===== config.mk =====
export PLATFORM = sky130hd
export DESIGN_NAME = calculator_token_lexer_flat
export DESIGN_NICKNAME = d
export VERILOG_FILES = /design/src/design/clex_pkg.sv /design/src/design/clex_in_if.sv /design/src/design/clex_out_if.sv /design/src/design/calculator_token_lexer.sv /design/src/design/clex_front.sv /design/src/design/clex_queue.sv /design/src/design/clex_back.sv /design/src/flat_wrapper.sv
export VERILOG_INCLUDE_DIRS = /design/src /design/src/design
export SDC_FILE = /design/constraint.sdc
export NUM_CORES = 1
export LEC_CHECK = 0
export BUFFER_PORTS_ARGS = -buffer_cell sky130_fd_sc_hd__buf_2
export CAP_MARGIN = 20
export CORE_MARGIN = 4
export CORE_UTILIZATION = 65
export CTS_BUF_LIST = sky130_fd_sc_hd__clkbuf_8 sky130_fd_sc_hd__clkbuf_16
export DETAILED_ROUTE_END_ITERATION = 16
export PLACE_DENSITY = 0.83
export SYNTH_ARGS = -nofsm -noshare
export SYNTH_HDL_FRONTEND = slang
export SYNTH_SLANG_ARGS = --single-unit

===== constraint.sdc =====
create_clock -name clk -period 13.38 [get_ports clk]
set_input_delay 2.007 -clock clk [delete_from_list [all_inputs] [get_ports clk]]
set_output_delay 2.007 -clock clk [all_outputs]
set_load 0.1 [all_outputs]

===== src/design/calculator_token_lexer_assert.svh =====
// Assertion macros for the lexer modules; clex_queue uses them.
// Each macro expects signals named clk and arst_n in the module that uses it.
`ifndef CALCULATOR_TOKEN_LEXER_ASSERT_SVH
`define CALCULATOR_TOKEN_LEXER_ASSERT_SVH

// The consequent must hold in the same cycle as the antecedent.
`define CLEX_ASSERT_NOW(label, ante, cons, msg) \
	label: assert property (@(posedge clk) disable iff (!arst_n) (ante) |-> (cons)) \
		else $error(msg);

// The consequent must hold in the cycle after the antecedent.
`define CLEX_ASSERT_NEXT(label, ante, cons, msg) \
	label: assert property (@(posedge clk) disable iff (!arst_n) (ante) |=> (cons)) \
		else $error(msg);

`endif


===== src/design/clex_pkg.sv =====
`timescale 1ns / 1ps

package clex_pkg;

	// Width of the line, column and length counters. Result fields are 16 bits.
	localparam int PosBits = 16;
	localparam logic [PosBits-1:0] PosMax = {PosBits{1'b1}};
	localparam int FieldBits = 16;

	// Result queue between the lexing front and the output stage.
	localparam int QueueAw = 2;
	localparam int QueueDepth = 1 << QueueAw;
	localparam int QueueCntW = QueueAw + 1;

	typedef enum logic [1:0] {
		KIND_TOKEN     = 2'd0,
		KIND_BAD_CHAR  = 2'd1,
		KIND_BAD_TOKEN = 2'd2
	} kind_t;

	typedef enum logic [3:0] {
		TOK_ADD     = 4'd0,
		TOK_SUB     = 4'd1,
		TOK_MUL     = 4'd2,
		TOK_DIV     = 4'd3,
		TOK_LPAR    = 4'd4,
		TOK_RPAR    = 4'd5,
		TOK_NUMBER  = 4'd6,
		TOK_NAME    = 4'd7,
		TOK_ASSIGN  = 4'd8,
		TOK_NEWLINE = 4'd9
	} tok_t;

	// Raw result as produced by the front. For tokens, pos is the column of
	// the previous character; for errors it is the column of the failing one.
	typedef struct packed {
		kind_t              kind;
		tok_t               token_type;
		logic [PosBits-1:0] line;
		logic [PosBits-1:0] pos;
		logic [PosBits-1:0] len;
		logic               run_end;
	} rec_t;

	typedef struct packed {
		logic full;
		logic not_empty;
	} q_status_t;

	function automatic logic [PosBits-1:0] sat_inc(input logic [PosBits-1:0] v);
		return (v == PosMax) ? v : v + PosBits'(1);
	endfunction

	function automatic logic [FieldBits-1:0] to_field(input logic [PosBits-1:0] v);
		logic [31:0] w;
		w = 32'(v);
		return w[FieldBits-1:0];
	endfunction

endpackage


===== src/design/clex_in_if.sv =====
`timescale 1ns / 1ps

interface clex_in_if;
	logic       valid;
	logic       ready;
	logic [7:0] char_byte;

	modport source (output valid, output char_byte, input ready);
	modport sink (input valid, input char_byte, output ready);
endinterface


===== src/design/clex_out_if.sv =====
`timescale 1ns / 1ps

interface clex_out_if;
	logic        valid;
	logic        ready;
	logic [1:0]  kind;
	logic [3:0]  token_type;
	logic [15:0] line;
	logic [15:0] column;
	logic [15:0] length;
	logic        run_end;

	modport source (output valid, output kind, output token_type, output line,
		output column, output length, output run_end, input ready);
	modport sink (input valid, input kind, input token_type, input line,
		input column, input length, input run_end, output ready);
endinterface


===== src/design/calculator_token_lexer.sv =====
`timescale 1ns / 1ps

// Calculator token lexer.
// The chars channel takes one character byte per item; byte 0 ends a run.
// The tokens channel gives at most one result item per input item: a token
// (type, one-based start line and column, length) or an error (unacceptable
// character or bad token), with run_end set when the end byte caused it.
// Throughput is one byte per cycle while the result queue is not full. The
// front classifies the byte and steps the lexing automaton and the position
// counters in the cycle it is taken; that state update sets the rate.
// A result passes through the queue and then the output register to tokens.
// A four-item result queue sits between the front and the output register,
// so bytes keep flowing while the receiver stalls; chars.ready drops only
// when the queue is full. After an error, bytes are taken and dropped until
// byte 0. Reset (arst_n low) returns the automaton to its initial state,
// clears the counters and the error halt, and empties the queue and output.
module calculator_token_lexer (
	input  logic       clk,
	input  logic       arst_n,
	clex_in_if.sink    chars,
	clex_out_if.source tokens
);

	logic                push;
	logic                pop;
	clex_pkg::rec_t      push_rec;
	clex_pkg::rec_t      head_rec;
	clex_pkg::q_status_t q_status;

	// Front: classification, automaton and position counters.
	clex_front u_front (
		.clk      (clk),
		.arst_n   (arst_n),
		.chars    (chars),
		.q_status (q_status),
		.push     (push),
		.push_rec (push_rec)
	);

	// Queue of raw results that decouples the front from the receiver.
	clex_queue u_queue (
		.clk      (clk),
		.arst_n   (arst_n),
		.push     (push),
		.push_rec (push_rec),
		.pop      (pop),
		.head_rec (head_rec),
		.status   (q_status)
	);

	// Back: start column arithmetic, field formatting and the output register.
	clex_back u_back (
		.clk      (clk),
		.arst_n   (arst_n),
		.head_rec (head_rec),
		.q_status (q_status),
		.pop      (pop),
		.tokens   (tokens)
	);

endmodule


===== src/design/clex_front.sv =====
`timescale 1ns / 1ps

module clex_front (
	input  logic                  clk,
	input  logic                  arst_n,
	clex_in_if.sink               chars,
	input  clex_pkg::q_status_t   q_status,
	output logic                  push,
	output clex_pkg::rec_t        push_rec
);

	typedef enum logic [3:0] {
		CL_END, CL_SPACE, CL_NL, CL_ADD, CL_SUB, CL_MUL, CL_DIV,
		CL_LP, CL_RP, CL_DIG, CL_PT, CL_LET, CL_ASN, CL_BAD
	} cls_t;

	typedef enum logic [3:0] {
		LX_INIT     = 4'd0,
		LX_ADD      = 4'd1,
		LX_SUB      = 4'd2,
		LX_MUL      = 4'd3,
		LX_DIV      = 4'd4,
		LX_LP       = 4'd5,
		LX_RP       = 4'd6,
		LX_NUM_INT  = 4'd7,
		LX_PT_FRONT = 4'd8,
		LX_PT_AFTER = 4'd9,
		LX_NUM_FRAC = 4'd10,
		LX_NAME     = 4'd11,
		LX_ASN      = 4'd12,
		LX_NL       = 4'd13
	} lex_t;

	localparam logic [7:0] ChEnd   = 8'h00;
	localparam logic [7:0] ChSpace = 8'h20;
	localparam logic [7:0] ChNl    = 8'h0A;
	localparam logic [7:0] ChAdd   = 8'h2B;
	localparam logic [7:0] ChSub   = 8'h2D;
	localparam logic [7:0] ChMul   = 8'h2A;
	localparam logic [7:0] ChDiv   = 8'h2F;
	localparam logic [7:0] ChLp    = 8'h28;
	localparam logic [7:0] ChRp    = 8'h29;
	localparam logic [7:0] ChPt    = 8'h2E;
	localparam logic [7:0] ChAsn   = 8'h3D;
	localparam logic [7:0] ChDig0  = 8'h30;
	localparam logic [7:0] ChDig9  = 8'h39;
	localparam logic [7:0] ChLowA  = 8'h61;
	localparam logic [7:0] ChLowZ  = 8'h7A;
	localparam logic [7:0] ChUpA   = 8'h41;
	localparam logic [7:0] ChUpZ   = 8'h5A;

	function automatic cls_t classify(input logic [7:0] c);
		cls_t r;
		case (c)
			ChEnd:   r = CL_END;
			ChSpace: r = CL_SPACE;
			ChNl:    r = CL_NL;
			ChAdd:   r = CL_ADD;
			ChSub:   r = CL_SUB;
			ChMul:   r = CL_MUL;
			ChDiv:   r = CL_DIV;
			ChLp:    r = CL_LP;
			ChRp:    r = CL_RP;
			ChPt:    r = CL_PT;
			ChAsn:   r = CL_ASN;
			default: begin
				if (c >= ChDig0 && c <= ChDig9) begin
					r = CL_DIG;
				end else if ((c >= ChLowA && c <= ChLowZ) || (c >= ChUpA && c <= ChUpZ)) begin
					r = CL_LET;
				end else begin
					r = CL_BAD;
				end
			end
		endcase
		return r;
	endfunction

	// State entered when a byte starts a new token.
	function automatic lex_t start_of(input cls_t cl);
		lex_t r;
		case (cl)
			CL_NL:   r = LX_NL;
			CL_ADD:  r = LX_ADD;
			CL_SUB:  r = LX_SUB;
			CL_MUL:  r = LX_MUL;
			CL_DIV:  r = LX_DIV;
			CL_LP:   r = LX_LP;
			CL_RP:   r = LX_RP;
			CL_DIG:  r = LX_NUM_INT;
			CL_PT:   r = LX_PT_FRONT;
			CL_LET:  r = LX_NAME;
			CL_ASN:  r = LX_ASN;
			default: r = LX_INIT;
		endcase
		return r;
	endfunction

	lex_t               state_q;
	logic [clex_pkg::PosBits-1:0] line_q, col_q, pline_q, pcol_q, tlen_q;
	logic               halt_q;

	cls_t               cls;
	lex_t               boundary, mv_next;
	logic               mv_tok, mv_bad, is_end, accept;
	clex_pkg::tok_t     mv_type;
	logic [clex_pkg::PosBits-1:0] tlen_kept;

	assign chars.ready = !q_status.full;
	assign accept      = chars.valid && chars.ready;
	assign cls         = classify(chars.char_byte);
	assign is_end      = (cls == CL_END);
	assign boundary    = start_of(cls);

	// One automaton move.
	always_comb begin
		mv_next = boundary;
		mv_tok  = 1'b0;
		mv_bad  = 1'b0;
		mv_type = clex_pkg::TOK_ADD;
		case (state_q)
			LX_NUM_INT: begin
				if (cls == CL_DIG) begin
					mv_next = LX_NUM_INT;
				end else if (cls == CL_PT) begin
					mv_next = LX_PT_AFTER;
				end else if (cls == CL_LET) begin
					mv_bad = 1'b1;
				end else begin
					mv_tok  = 1'b1;
					mv_type = clex_pkg::TOK_NUMBER;
				end
			end
			LX_PT_FRONT: begin
				if (cls == CL_DIG) begin
					mv_next = LX_NUM_INT;
				end else begin
					mv_bad = 1'b1;
				end
			end
			LX_PT_AFTER, LX_NUM_FRAC: begin
				if (cls == CL_DIG) begin
					mv_next = LX_NUM_FRAC;
				end else if (cls == CL_PT || cls == CL_LET) begin
					mv_bad = 1'b1;
				end else begin
					mv_tok  = 1'b1;
					mv_type = clex_pkg::TOK_NUMBER;
				end
			end
			LX_NAME: begin
				if (cls == CL_DIG || cls == CL_LET) begin
					mv_next = LX_NAME;
				end else if (cls == CL_PT) begin
					mv_bad = 1'b1;
				end else begin
					mv_tok  = 1'b1;
					mv_type = clex_pkg::TOK_NAME;
				end
			end
			LX_ADD: begin
				mv_tok  = 1'b1;
				mv_type = clex_pkg::TOK_ADD;
			end
			LX_SUB: begin
				mv_tok  = 1'b1;
				mv_type = clex_pkg::TOK_SUB;
			end
			LX_MUL: begin
				mv_tok  = 1'b1;
				mv_type = clex_pkg::TOK_MUL;
			end
			LX_DIV: begin
				mv_tok  = 1'b1;
				mv_type = clex_pkg::TOK_DIV;
			end
			LX_LP: begin
				mv_tok  = 1'b1;
				mv_type = clex_pkg::TOK_LPAR;
			end
			LX_RP: begin
				mv_tok  = 1'b1;
				mv_type = clex_pkg::TOK_RPAR;
			end
			LX_ASN: begin
				mv_tok  = 1'b1;
				mv_type = clex_pkg::TOK_ASSIGN;
			end
			LX_NL: begin
				mv_tok  = 1'b1;
				mv_type = clex_pkg::TOK_NEWLINE;
			end
			default: begin
				mv_next = boundary;
			end
		endcase
	end

	// Result record for this byte, if any.
	always_comb begin
		push              = 1'b0;
		push_rec.kind       = clex_pkg::KIND_TOKEN;
		push_rec.token_type = clex_pkg::TOK_ADD;
		push_rec.line       = clex_pkg::sat_inc(line_q);
		push_rec.pos        = col_q;
		push_rec.len        = '0;
		push_rec.run_end    = is_end;
		if (accept && !halt_q) begin
			if (cls == CL_BAD) begin
				push          = 1'b1;
				push_rec.kind = clex_pkg::KIND_BAD_CHAR;
			end else if (mv_bad) begin
				push          = 1'b1;
				push_rec.kind = clex_pkg::KIND_BAD_TOKEN;
			end else if (mv_tok) begin
				push                = 1'b1;
				push_rec.token_type = mv_type;
				push_rec.line       = clex_pkg::sat_inc(pline_q);
				push_rec.pos        = pcol_q;
				push_rec.len        = tlen_q;
			end
		end
	end

	assign tlen_kept = mv_tok ? '0 : tlen_q;

	always_ff @(posedge clk or negedge arst_n) begin
		if (!arst_n) begin
			state_q <= LX_INIT;
			line_q  <= '0;
			col_q   <= '0;
			pline_q <= '0;
			pcol_q  <= '0;
			tlen_q  <= '0;
			halt_q  <= 1'b0;
		end else if (accept) begin
			if (is_end) begin
				// The end byte returns everything to the reset values.
				state_q <= LX_INIT;
				line_q  <= '0;
				col_q   <= '0;
				pline_q <= '0;
				pcol_q  <= '0;
				tlen_q  <= '0;
				halt_q  <= 1'b0;
			end else if (halt_q) begin
				halt_q <= 1'b1;
			end else if (cls == CL_BAD || mv_bad) begin
				halt_q <= 1'b1;
			end else begin
				state_q <= mv_next;
				pline_q <= line_q;
				pcol_q  <= col_q;
				tlen_q  <= (cls == CL_SPACE) ? tlen_kept : clex_pkg::sat_inc(tlen_kept);
				if (mv_next == LX_NL) begin
					line_q <= clex_pkg::sat_inc(line_q);
					col_q  <= '0;
				end else begin
					col_q <= clex_pkg::sat_inc(col_q);
				end
			end
		end
	end

endmodule


===== src/design/clex_queue.sv =====
`timescale 1ns / 1ps

`include "calculator_token_lexer_assert.svh"

module clex_queue (
	input  logic                clk,
	input  logic                arst_n,
	input  logic                push,
	input  clex_pkg::rec_t      push_rec,
	input  logic                pop,
	output clex_pkg::rec_t      head_rec,
	output clex_pkg::q_status_t status
);

	clex_pkg::rec_t entries_q [clex_pkg::QueueDepth];
	logic [clex_pkg::QueueAw-1:0]   wr_ptr_q, rd_ptr_q;
	logic [clex_pkg::QueueCntW-1:0] count_q;

	assign head_rec         = entries_q[rd_ptr_q];
	assign status.full      = (count_q == clex_pkg::QueueCntW'(clex_pkg::QueueDepth));
	assign status.not_empty = (count_q != '0);

	always_ff @(posedge clk) begin
		if (push) begin
			entries_q[wr_ptr_q] <= push_rec;
		end
	end

	always_ff @(posedge clk or negedge arst_n) begin
		if (!arst_n) begin
			wr_ptr_q <= '0;
			rd_ptr_q <= '0;
			count_q  <= '0;
		end else begin
			if (push) begin
				wr_ptr_q <= wr_ptr_q + 1'b1;
			end
			if (pop) begin
				rd_ptr_q <= rd_ptr_q + 1'b1;
			end
			if (push && !pop) begin
				count_q <= count_q + 1'b1;
			end else if (pop && !push) begin
				count_q <= count_q - 1'b1;
			end
		end
	end

	`CLEX_ASSERT_NOW(a_push_not_full, push, !status.full, "result queue written while full")
	`CLEX_ASSERT_NOW(a_pop_not_empty, pop, status.not_empty, "result queue read while empty")
	`CLEX_ASSERT_NOW(a_count_bound, 1'b1, count_q <= clex_pkg::QueueCntW'(clex_pkg::QueueDepth), "result queue count out of range")
	`CLEX_ASSERT_NEXT(a_count_up, push && !pop, count_q == $past(count_q) + 1'b1, "result queue count did not grow")

endmodule


===== src/design/clex_back.sv =====
`timescale 1ns / 1ps

module clex_back (
	input  logic                clk,
	input  logic                arst_n,
	input  clex_pkg::rec_t      head_rec,
	input  clex_pkg::q_status_t q_status,
	output logic                pop,
	clex_out_if.source          tokens
);

	logic                           valid_q;
	logic [1:0]                     kind_q;
	logic [3:0]                     type_q;
	logic [15:0]                    line_q, column_q, length_q;
	logic                           run_end_q;

	logic [clex_pkg::PosBits:0]     col_plus2, col_diff;
	logic [clex_pkg::PosBits-1:0]   column;

	// A token starts length characters before the one after the previous byte.
	always_comb begin
		col_plus2 = {1'b0, head_rec.pos} + (clex_pkg::PosBits + 1)'(2);
		if (col_plus2 > {1'b0, head_rec.len}) begin
			col_diff = col_plus2 - {1'b0, head_rec.len};
		end else begin
			col_diff = (clex_pkg::PosBits + 1)'(1);
		end
		if (head_rec.kind != clex_pkg::KIND_TOKEN) begin
			column = clex_pkg::sat_inc(head_rec.pos);
		end else if (col_diff > {1'b0, clex_pkg::PosMax}) begin
			column = clex_pkg::PosMax;
		end else begin
			column = col_diff[clex_pkg::PosBits-1:0];
		end
	end

	assign pop = q_status.not_empty && (!valid_q || tokens.ready);

	always_ff @(posedge clk or negedge arst_n) begin
		if (!arst_n) begin
			valid_q <= 1'b0;
		end else if (pop) begin
			valid_q <= 1'b1;
		end else if (tokens.ready) begin
			valid_q <= 1'b0;
		end
	end

	always_ff @(posedge clk) begin
		if (pop) begin
			kind_q    <= head_rec.kind;
			type_q    <= head_rec.token_type;
			line_q    <= clex_pkg::to_field(head_rec.line);
			column_q  <= clex_pkg::to_field(column);
			length_q  <= clex_pkg::to_field(head_rec.len);
			run_end_q <= head_rec.run_end;
		end
	end

	assign tokens.valid      = valid_q;
	assign tokens.kind       = kind_q;
	assign tokens.token_type = type_q;
	assign tokens.line       = line_q;
	assign tokens.column     = column_q;
	assign tokens.length     = length_q;
	assign tokens.run_end    = run_end_q;

endmodule


===== src/flat_wrapper.sv =====
// flat-port wrapper written by rule: the top's interface ports become plain ports
module calculator_token_lexer_flat 
  (clk, arst_n, chars_valid, chars_char_byte, chars_ready, tokens_valid, tokens_kind, tokens_token_type, tokens_line, tokens_column, tokens_length, tokens_run_end, tokens_ready);
  clex_in_if chars_i ();
  clex_out_if tokens_i ();
  input  logic clk;
  input  logic arst_n;
  input wire logic [$bits(chars_i.valid)-1:0] chars_valid;
  input wire logic [$bits(chars_i.char_byte)-1:0] chars_char_byte;
  output wire logic [$bits(chars_i.ready)-1:0] chars_ready;
  output wire logic [$bits(tokens_i.valid)-1:0] tokens_valid;
  output wire logic [$bits(tokens_i.kind)-1:0] tokens_kind;
  output wire logic [$bits(tokens_i.token_type)-1:0] tokens_token_type;
  output wire logic [$bits(tokens_i.line)-1:0] tokens_line;
  output wire logic [$bits(tokens_i.column)-1:0] tokens_column;
  output wire logic [$bits(tokens_i.length)-1:0] tokens_length;
  output wire logic [$bits(tokens_i.run_end)-1:0] tokens_run_end;
  input wire logic [$bits(tokens_i.ready)-1:0] tokens_ready;
  assign chars_i.valid = chars_valid;
  assign chars_i.char_byte = chars_char_byte;
  assign chars_ready = chars_i.ready;
  assign tokens_valid = tokens_i.valid;
  assign tokens_kind = tokens_i.kind;
  assign tokens_token_type = tokens_i.token_type;
  assign tokens_line = tokens_i.line;
  assign tokens_column = tokens_i.column;
  assign tokens_length = tokens_i.length;
  assign tokens_run_end = tokens_i.run_end;
  assign tokens_i.ready = tokens_ready;
  calculator_token_lexer u_core (.clk(clk), .arst_n(arst_n), .chars(chars_i), .tokens(tokens_i));
endmodule

==> summary.txt <==
Global route
  – Grt met2 use: 43.7%
  – Pin count of the biggest net entering global routing: 63
  – Grt total ovfl: 0
  – Top Usage Layer GRT: met2
  – Gr usage total: 26.1%
  – M3 GR Usage: 3.49%
  – Initial antenna violation count: 0
  – Met1 usage: 36.3%
  – Vias in the first global route: 11,025
  – First-pass GRT wire length: 60,200 µm

Die
  – Die W: 171 µm
  – Core Area: 0.0262 mm²
  – Initial Util: 66.3%
  – I/O Pins: 69
  – Die height: around 170 µm
  – Die Footprint: 0.0294 mm²
  – FP Rows: 59

Synthesis
  – #FFs+latches synth: 368
  – Syn Inst Count: between 1,000 and 1,500
  – Top post-synthesis cells by area: edfxtp_1, dfrtp_1, mux4_2, xnor2_1, ha_1
  – Post-synthesis sequential area ratio: 60.9%
  – Synthesized cell area: about 0.017 mm²
  – Synthesized area per cell: 13.3 µm²
  – Syn_nets: roughly 1,300
  – Most area-hungry cell type in the Yosys netlist: edfxtp_1
  – Primary FF master, synth: edfxtp_1
  – Yosys top cell area share: 47.5%
  – Cell with the most instances after synthesis: edfxtp_1
  – Post-synth EDFFs: ~280
  – Yosys warns: 0
  – Top cells by count, synth: edfxtp_1, dfrtp_1, nor2_1, nand2_1, o21ai_0
  – Synth cell types: 83
  – Fraction of registers with async set/reset: 25.3%

STA
  – Hold Vio Cnt, Final: 0
  – Unrepaired setup endpoints after global routing: no
  – Hold slack final: 0.493 ns
  – Clock Skews: 0.0224 ns
  – Fmax: 169 MHz
  – Sum Neg Setup Slack: 0 ns
  – Setup-failing EPs final: 0
  – Max_slew headroom: around 29%
  – Final Cycle Share: 44.1%
  – Slew Limit Fails: 0
  – Final min period: 5.90 ns
  – Tightest Pin Transition: 1.05 ns

Power
  – Leakage: 6.81 nW
  – Pwr Density: about 220 mW/mm²
  – Maximum VDD drop: between 0.0001 and 0.00015 V

CTS
  – TritonCTS Buffers: 37
  – CTS clk-pin slew, worst paths: 0.06 ns
  – CTS tree: built
  – Resize count post-CTS: 0
  – Clock buffer depth: 3
  – Latest clock arrival within the worst-skew pair: between 0.5 and 0.6 ns
  – CTS Sinks: approximately 370
  – H-tree Lvls: 2
  – Hold-fix buffers at CTS: 0
  – Postcts setup bufs: 0
  – Root Driver: clkbuf_16

Routing
  – Post-route ant nets: 0
  – DR vias: between 10,000 and 15,000
  – # DRC: 0
  – DRT Wirelength: 37,900 µm
  – WL per Instance: around 22 µm
  – Via density: ~6.5
  – DR iter-0 viols: ~1,200
  – Pre-Repair DR Iteration Count: 8

Setup path
  – Setup CP Type: in2reg
  – CP arrival: 6.34 ns
  – Critical Path RT: 13.82 ns
  – Crit path launch type: primary input
  – Crit. End Element: flop
  – Max FO, Critical Path: 18

Placed design
  – Post-DP HPWL: 23,800 µm
  – Port Buffer Count: roughly 70
  – Final GP Congestion: 0.930
  – Placed Cells: ~1,700

Run
  – Max-Cap Viols: 0

Outcome
  – Outcome: completed

Cells and area
  – Diode count: 0
  – Nets@finish: 1,399
  – Area added between synthesis and finish: 10.0%
  – Non-Filler Instances: between 1,500 and 2,000
  – Layout cell share with drive strength beyond 1: 18.0%

Worst hold path
  – Hold crit path type: reg2reg
==> cells in the final DEF, fill, tap and decap left out, types with 8 or more instances in the layout <==
cell type,count
buf_2,67
xor2_1,28
inv_1,64
nand2_1,69
mux2i_1,8
ha_1,27
edfxtp_1,275
dfrtp_1,91
o31ai_1,14
clkinv_2,10
a21oi_1,48
o22ai_1,18
nor3_1,37
and2_1,17
nand2b_1,12
nand3_1,46
mux4_2,55
buf_4,14
a21o_1,15
or2_2,9
a22o_1,28
nor2_1,89
o21ai_0,59
xnor2_1,42
mux2_2,17
and3_1,15
a31oi_1,18
o2bb2ai_1,9
nand4_1,22
clkbuf_16,37
==> metal layers <==
layer  vias up  part of all wire [%]
li1       5089                     -
met1      5523                    41
met2       543                    50
met3        86                   6.9
met4         0                   2.8
met5         -                     0
==> kinds of logic (layout without fill, tap and decap cells) <==
family	Yosys count	count (layout)	synth area share [%]
multiplexers	80	80	8.70
adder cells (fa/ha/maj)	29	29	2.18
AND/OR/NAND/NOR	367	367	10.8
XOR/XNOR	71	71	3.62
buffers and inverters	121	202	3.11
AO/OA/AOI/OAI	269	269	10.7
flip-flops	368	368	60.9
==> registers in the layout, indices dropped and copies added (netlist names) <==
register and flops:
u_core.u_back.tokens.length 16, u_core.u_back.tokens.run_end 1, u_core.u_back.tokens.token_type 4, u_core.u_front.pcol_q 16, u_core.u_front.tlen_q 16, u_core.u_queue.count_q 3, u_core.u_front.pline_q 16, u_core.u_queue.rd_ptr_q 2
u_core.u_queue.wr_ptr_q 2, u_core.u_queue.entries_q 220, u_core.u_front.col_q 16, u_core.u_back.tokens.valid 1, u_core.u_back.tokens.line 16, u_core.u_front.line_q 16, u_core.u_back.tokens.kind 2, u_core.u_back.tokens.column 16
u_core.u_front.halt_q 1, u_core.u_front.state_q 4
==> worst paths after layout <==
| check | slack, ns | depth (start not counted) | end | from |
|---|---|---|---|---|
| setup / recovery | 7.48 | 14 | u_core.u_front.tlen_q[0] | chars_char_byte[1] |
| hold / removal | 0.49 | 1 | u_core.u_queue.count_q[2] | u_core.u_queue.count_q[2] |
| setup reg to reg | 7.94 | 12 | u_core.u_back.tokens.column[12] | u_core.u_queue.rd_ptr_q[0] |
| hold reg to reg | 0.49 | 1 | u_core.u_queue.count_q[2] | u_core.u_queue.count_q[2] |
| max in group asynchronous | 10.69 | 2 | u_core.u_queue.rd_ptr_q[0] | arst_n |
| min in group asynchronous | 1.43 | 1 | u_core.u_queue.count_q[1] | arst_n |
==> stage by stage <==
stage	area (µm²)	total power [mW]	setup slack [ns]	utilization, %
finish	19100	4.22	7.48	72.9
global route	19100	4.42	7.08	72.9
CTS	19100	4.22	7.58	72.9
detailed placement	17900	3.21	7.12	68.4
global placement	17900	3.18	7.22	68.4
floorplan	17400	2.90	7.18	-
==> worst max-delay path, stage by stage <==
cell and delay, ns:
buf_2 0.19, a21oi_1 0.24, o21ai_0 0.17, a21oi_1 0.39
a21oi_1 0.19, nor4_4 0.90, and2_1 0.26, ha_1 0.19
nand3_1 0.14, or2_2 0.35, nor3_1 0.58, a21oi_1 0.23
o21ai_0 0.33, o2bb2ai_1 0.16
==> report_power, final <==
part	switching (mW)	leakage, nW	internal, mW
Sequential	0.0809	3.57	1.36
Combinational	1.25	2.61	0.525
Clock	0.416	0.629	0.588
==> layout make-up <==
type                            count  area, µm²
Sequential cell                   368      10600
Inverter                           54        203
Clock buffer                       38        940
Fill cell                        1581       7100
Timing Repair Buffer               81        440
Multi-Input combinational cell    816       6280
Tap cell                          335        419
Clock inverter                     29        239
(Power assumes the default switching activity.)
